===== src/rtl/psd_pkg.sv =====
// shared types for the per-key stride detector
// no dependencies; imported by the table, the update logic and the top level
package psd_pkg;

    typedef enum logic [1:0]
    {
        ST_UNSEEN = 2'd0,
        ST_OK     = 2'd1,
        ST_BROKEN = 2'd2
    } psd_status_t;

    typedef enum logic
    {
        MODE_SAMPLE = 1'b0,
        MODE_QUERY  = 1'b1
    } psd_mode_t;

    // what one update does to the table and the running count
    typedef struct packed
    {
        logic wr;
        logic cnt_inc;
        logic cnt_dec;
    } psd_upd_ctrl_t;

endpackage


===== src/rtl/psd_update.sv =====
// next-entry logic for one item: status, last position and stride
// uses psd_pkg
module psd_update
    import psd_pkg::*;
#(
    parameter int POSITION_BITS = 20
)
(
    input  psd_mode_t               mode,
    input  psd_status_t             cur_status,
    input  logic [POSITION_BITS-1:0] cur_last,
    input  logic [POSITION_BITS-1:0] cur_stride,
    input  logic [POSITION_BITS-1:0] pos,
    output psd_status_t             new_status,
    output logic [POSITION_BITS-1:0] new_last,
    output logic [POSITION_BITS-1:0] new_stride,
    output psd_upd_ctrl_t           ctrl
);

    logic [POSITION_BITS-1:0] gap;

    assign gap = pos - cur_last;

    always_comb
    begin
        new_status = cur_status;
        new_last   = cur_last;
        new_stride = cur_stride;
        ctrl       = '0;
        if (mode == MODE_SAMPLE)
        begin
            case (cur_status)
                ST_UNSEEN:
                begin
                    new_status   = ST_OK;
                    new_last     = pos;
                    new_stride   = '0;
                    ctrl.wr      = 1'b1;
                    ctrl.cnt_inc = 1'b1;
                end
                ST_OK:
                begin
                    ctrl.wr = 1'b1;
                    if (cur_stride == '0)
                    begin
                        new_stride = gap;
                        new_last   = pos;
                    end
                    else if (gap == cur_stride)
                    begin
                        new_last = pos;
                    end
                    else
                    begin
                        new_status   = ST_BROKEN;
                        ctrl.cnt_dec = 1'b1;
                    end
                end
                // broken keys never change again
                default:
                begin
                    ctrl = '0;
                end
            endcase
        end
    end

endmodule


===== config.mk =====
export PLATFORM = sky130hd
export DESIGN_NAME = psd_update
export DESIGN_NICKNAME = d
export VERILOG_FILES = /design/src/rtl/psd_pkg.sv /design/src/rtl/psd_update.sv
export SDC_FILE = /design/constraint.sdc
export NUM_CORES = 1
export LEC_CHECK = 0
export ABC_AREA = 1
export BUFFER_PORTS_ARGS = -buffer_cell sky130_fd_sc_hd__buf_2
export CORE_AREA = 2 2 80 82
export DETAILED_ROUTE_END_ITERATION = 12
export DIE_AREA = 0 0 82 84
export PLACE_DENSITY = 0.87
export SLEW_MARGIN = 20
export SYNTH_ARGS = -nofsm -noshare
export SYNTH_HDL_FRONTEND = slang
export SYNTH_SLANG_ARGS = --single-unit
export TNS_END_PERCENT = 1

===== constraint.sdc =====
create_clock -name vclk -period 5.75
set_clock_uncertainty 0.15 [all_clocks]
set_input_delay 1.15 -clock vclk [all_inputs]
set_output_delay 1.15 -clock vclk [all_outputs]
set_load 0.01 [all_outputs]

# Word level (Yosys, flattened, before mapping)
# Cells that the tools add are included.
[totals]
elab_cells = 23
regBits = 0
[op_classes]
n_reduce_logical = 3
n_addsub = 1
eq_ne = 2
mux = 17
[op_table]
columns = ["operator", "count"]
rows = [
  ["$mux W20", 5],
  ["$pmux W20 S2", 2],
  ["$eq A20 B20 Y1", 1],
  ["$logic_not A20 Y1", 1],
  ["$sub A20 B20 Y20", 1],
  ["$mux W2", 3],
  ["$mux W1", 5],
  ["$pmux W2 S2", 1],
  ["$mux W3", 1],
  ["$eq A2 B1 Y1 const B", 1],
  ["$logic_not A2 Y1", 1],
  ["$reduce_or A2 Y1", 1],
]

# Depth between registers and ports, before layout
[logic_depth]
depth_word = 6
mapped_depth = 24

# Worst setup path after synthesis
# OpenSTA, ideal clock, no wires.
[synth_path]
path_type = "input to output"
start = "in pos[0]"
end = "out new_status[1]"
n_path_buf = 1
t_arrival_ps = 3292
cell_stages = 17
setup_slack_ps = 1158
required_ps = 4450
cell_sequence = "inv_1 -> ha_1 -> fa_1 -> inv_1 -> nand2_1 -> nand2_1 -> nand3_1 -> nand2_1 -> nand3_1 -> nand2_1 -> xnor3_1 -> nor2_1 -> nand3_2 -> buf_6 -> nand3_2 -> inv_2 -> or2_1"
[synth_between]
elab_chain_len = 6
[synth_rtl]
columns = ["element", "line_no", "text"]
rows = [
  ["start, declared", "psd_update.sv:13", "input logic [POSITION_BITS-1:0] pos,"],
  ["$sub A20 B20 Y20", "psd_update.sv:22", "assign gap = pos - cur_last;"],
  ["$eq A20 B20 Y1", "psd_update.sv:49", "else if (gap == cur_stride)"],
  ["$mux W2", "psd_update.sv:49", ""],
  ["$mux W2", "psd_update.sv:44", "if (cur_stride == '0)"],
  ["$pmux W2 S2", "psd_update.sv:32", "case (cur_status)"],
  ["$mux W2", "psd_update.sv:30", "if (mode == MODE_SAMPLE)"],
  ["end, declared", "psd_update.sv:14", "output psd_status_t new_status,"],
]
# Every way passes these cells.

# Worst setup path in the final report
[layout_path]
start = "in pos[0]"
end = "out new_last[17]"
[layout_between]
elab_chain_len = 6
[layout_rtl]
columns = ["element", "line_no", "text"]
rows = [
  ["$sub A20 B20 Y20", "psd_update.sv:22", ""],
  ["$eq A20 B20 Y1", "psd_update.sv:49", ""],
  ["$mux W20", "psd_update.sv:49", ""],
  ["$mux W20", "psd_update.sv:44", ""],
  ["$pmux W20 S2", "psd_update.sv:32", ""],
  ["$mux W20", "psd_update.sv:30", ""],
  ["end, declared", "psd_update.sv:15", "output logic [POSITION_BITS-1:0] new_last,"],
]
# Every way passes these cells.

==> out/metrics.cfg <==
[route]
ant_nets=0
first_pass_iters=5
vias=4159
drc_errors=0
viasPerCell=5.19
wl_per_cell_um=12.0
drt_iter0_drc=208
wl_mm=9.66

[logic_synthesis]
synth_area_um2=2930
netlist_instances=625
yosys.cell_types.count=32
synth_nets=709
ys_seq_area_frac=0
syn_avg_cell_area_um2=4.69
yosys_warnings=0

[critical_path]
critPathBufInv=5
critical_path_class=in -> out
slowest_stage=fa_1
worstPathCellList=buf_2, inv_1, ha_1, fa_1, inv_1, nand2_1, nand2_1, nand3_1, nand2_1, nand3_1, nand2_1, xnor3_1, nor2_1, nand3_2, nand2_1, buf_4, nand2_1, o21ai_1, nand2_1, nand2_1, buf_2
crit_fanout=21
cp.arrival_ns=4.02
slowest_delay_ns=0.39
critical-path-top-delay-family=simple AND/OR/NAND/NOR gates
setup.worst_path.start_class=input pin
worstPathRequired_ns=4.45
cpMostUsedCell=nand2_1
cp-end-kind=primary output

[sta]
rsz0062_at_grt=no
slew_violations=0
fin_crit_ns=5.32
post-route-period-util=0.925
setup_tns_ns=0
fmax_mhz=188
setup_viol=0
worst_pin_slew_ns=0.925
hold_violations=0
max-slew-margin-rel=0.381
holdWs_ns=2.44

[min_path]
hp-start=cur_last[14]
hold_end=new_last[14]
hold-path-cell-count=4
hold_class=in -> out

[clock_network]
post_cts_buffers=0
hold_buffers=0
ctsResizeCount=0

[cells_and_area]
drive_gt1_frac=0.174
syn2layout_area_growth_pct=20.6
seq_cells=0
seq_area_um2=0
layout_commonest_cell=nand2_1
fin_cells=802
nFillCells=652
layout_common_cells=258 x nand2_1, 122 x inv_1, 108 x buf_2, 78 x nand3_1, 36 x nor2_1
antennaDiodeCount=0
layout.nets=811
nClkBuffers=0

[power]
clkPwrFrac=0
p_switching_w=0.000206
internal-power_w=0.000125
vdd_ir_drop_max_uv=42.8
power_density_nw_per_um2=93.7
power.leakage_nw=2.39
p_seq_frac=0
power.share.combinational=1.000
netSwitchingFraction=0.623

[grt]
grt_usage=0.271
antenna_found_initial=0
grt_pass1_wl_mm=15.5
grt_max_degree=27
grt-ovfl-total=0
grt_pass1_vias=3452

[placed_design]
portBuffers=108
globalplace.congestion=0.926
dp_cells=802
place_hpwl_mm=8.11

[floorplanning]
core-area_um2=6100
io_pins=108
die_h_um=84
die_w_um=82
start_util=0.481
dieArea_um2=6890
num_rows=29

[run]
drv_cap=0

[outcome]
status=finished, final reports clean

per-layer routing:
| metal | vias up | track usage | share of wire |
|---|---|---|---|
| li1 | 2158 | - | - |
| met1 | 1781 | 0.399 | 0.46 |
| met2 | 208 | 0.431 | 0.43 |
| met3 | 12 | 0.0152 | 0.091 |
| met4 | 0 | 0.0561 | 0.020 |
| met5 | - | 0 | 0 |
worst max-delay path by stage:
stage           start       endpoint  slack [ns]  cells after the start
5_1_grt        pos[0]   new_last[17]        0.20                     21
2_1_floorplan  pos[0]  new_status[1]        1.16                     17
6_report       pos[0]   new_last[17]        0.43                     21
3_3_place_gp   pos[0]   new_last[17]        0.54                     21
4_1_cts        pos[0]   new_last[17]        0.49                     21
3_5_place_dp   pos[0]   new_last[17]        0.48                     21
through the flow:
| step | total power (W) | area (um^2) | worst slack, ns | utilization |
|---|---|---|---|---|
| final | 0.000331 | 3540 | 0.430 | 0.580 |
| after global routing | 0.000373 | 3540 | 0.203 | 0.580 |
| after CTS | 0.000327 | 3540 | 0.489 | 0.580 |
| after detailed placement | 0.000325 | 3540 | 0.482 | 0.580 |
| after global placement | 0.000319 | 3540 | 0.539 | 0.580 |
| after floorplan | 0.000223 | 2930 | 1.16 | - |
final cells by class:
type / count / area, um^2 / area share
repair buffers: 113 / 578 / 0.163
inverters: 126 / 473 / 0.134
multi-input cells: 486 / 2390 / 0.676
well taps: 77 / 96.3 / 0.0272
Yosys cell counts, drive strengths merged:
cell type | n | share of area
a21oi | 29 | 0.051
nand4 | 9 | 0.019
xnor2 | 3 | 0.0090
xor2 | 3 | 0.0090
o31ai | 1 | 0.0026
nor2 | 39 | 0.054
nand2 | 260 | 0.33
xnor3 | 3 | 0.023
ha | 20 | 0.085
nor4 | 3 | 0.0064
or2 | 1 | 0.0021
o211ai | 1 | 0.0026
o21ai | 12 | 0.020
nor3 | 2 | 0.0034
fa | 1 | 0.0068
nand3b | 3 | 0.0077
buf | 8 | 0.017
nand3 | 81 | 0.14
clkbuf | 5 | 0.0064
o221ai | 3 | 0.0090
inv | 126 | 0.16
and2 | 1 | 0.0021
o22ai | 11 | 0.023
cells by family (layout without fill, tap and decap cells):
logic type,count (synthesis),in the layout,share of synthesized area
compound gates,57,57,0.109
xor+xnor,9,9,0.0410
fa+ha+maj,21,21,0.0922
buf+inv,139,239,0.185
simple gates,399,399,0.573
power by group through the flow:
stage	Clock (W)	Combinational, W	Sequential (W)
global placement	0	0.000319	0
detailed placement	0	0.000325	0
finish	0	0.000331	0
global route	0	0.000373	0
floorplan	0	0.000223	0
CTS	0	0.000327	0
No activity file was read; power rests on OpenSTA's default activity.
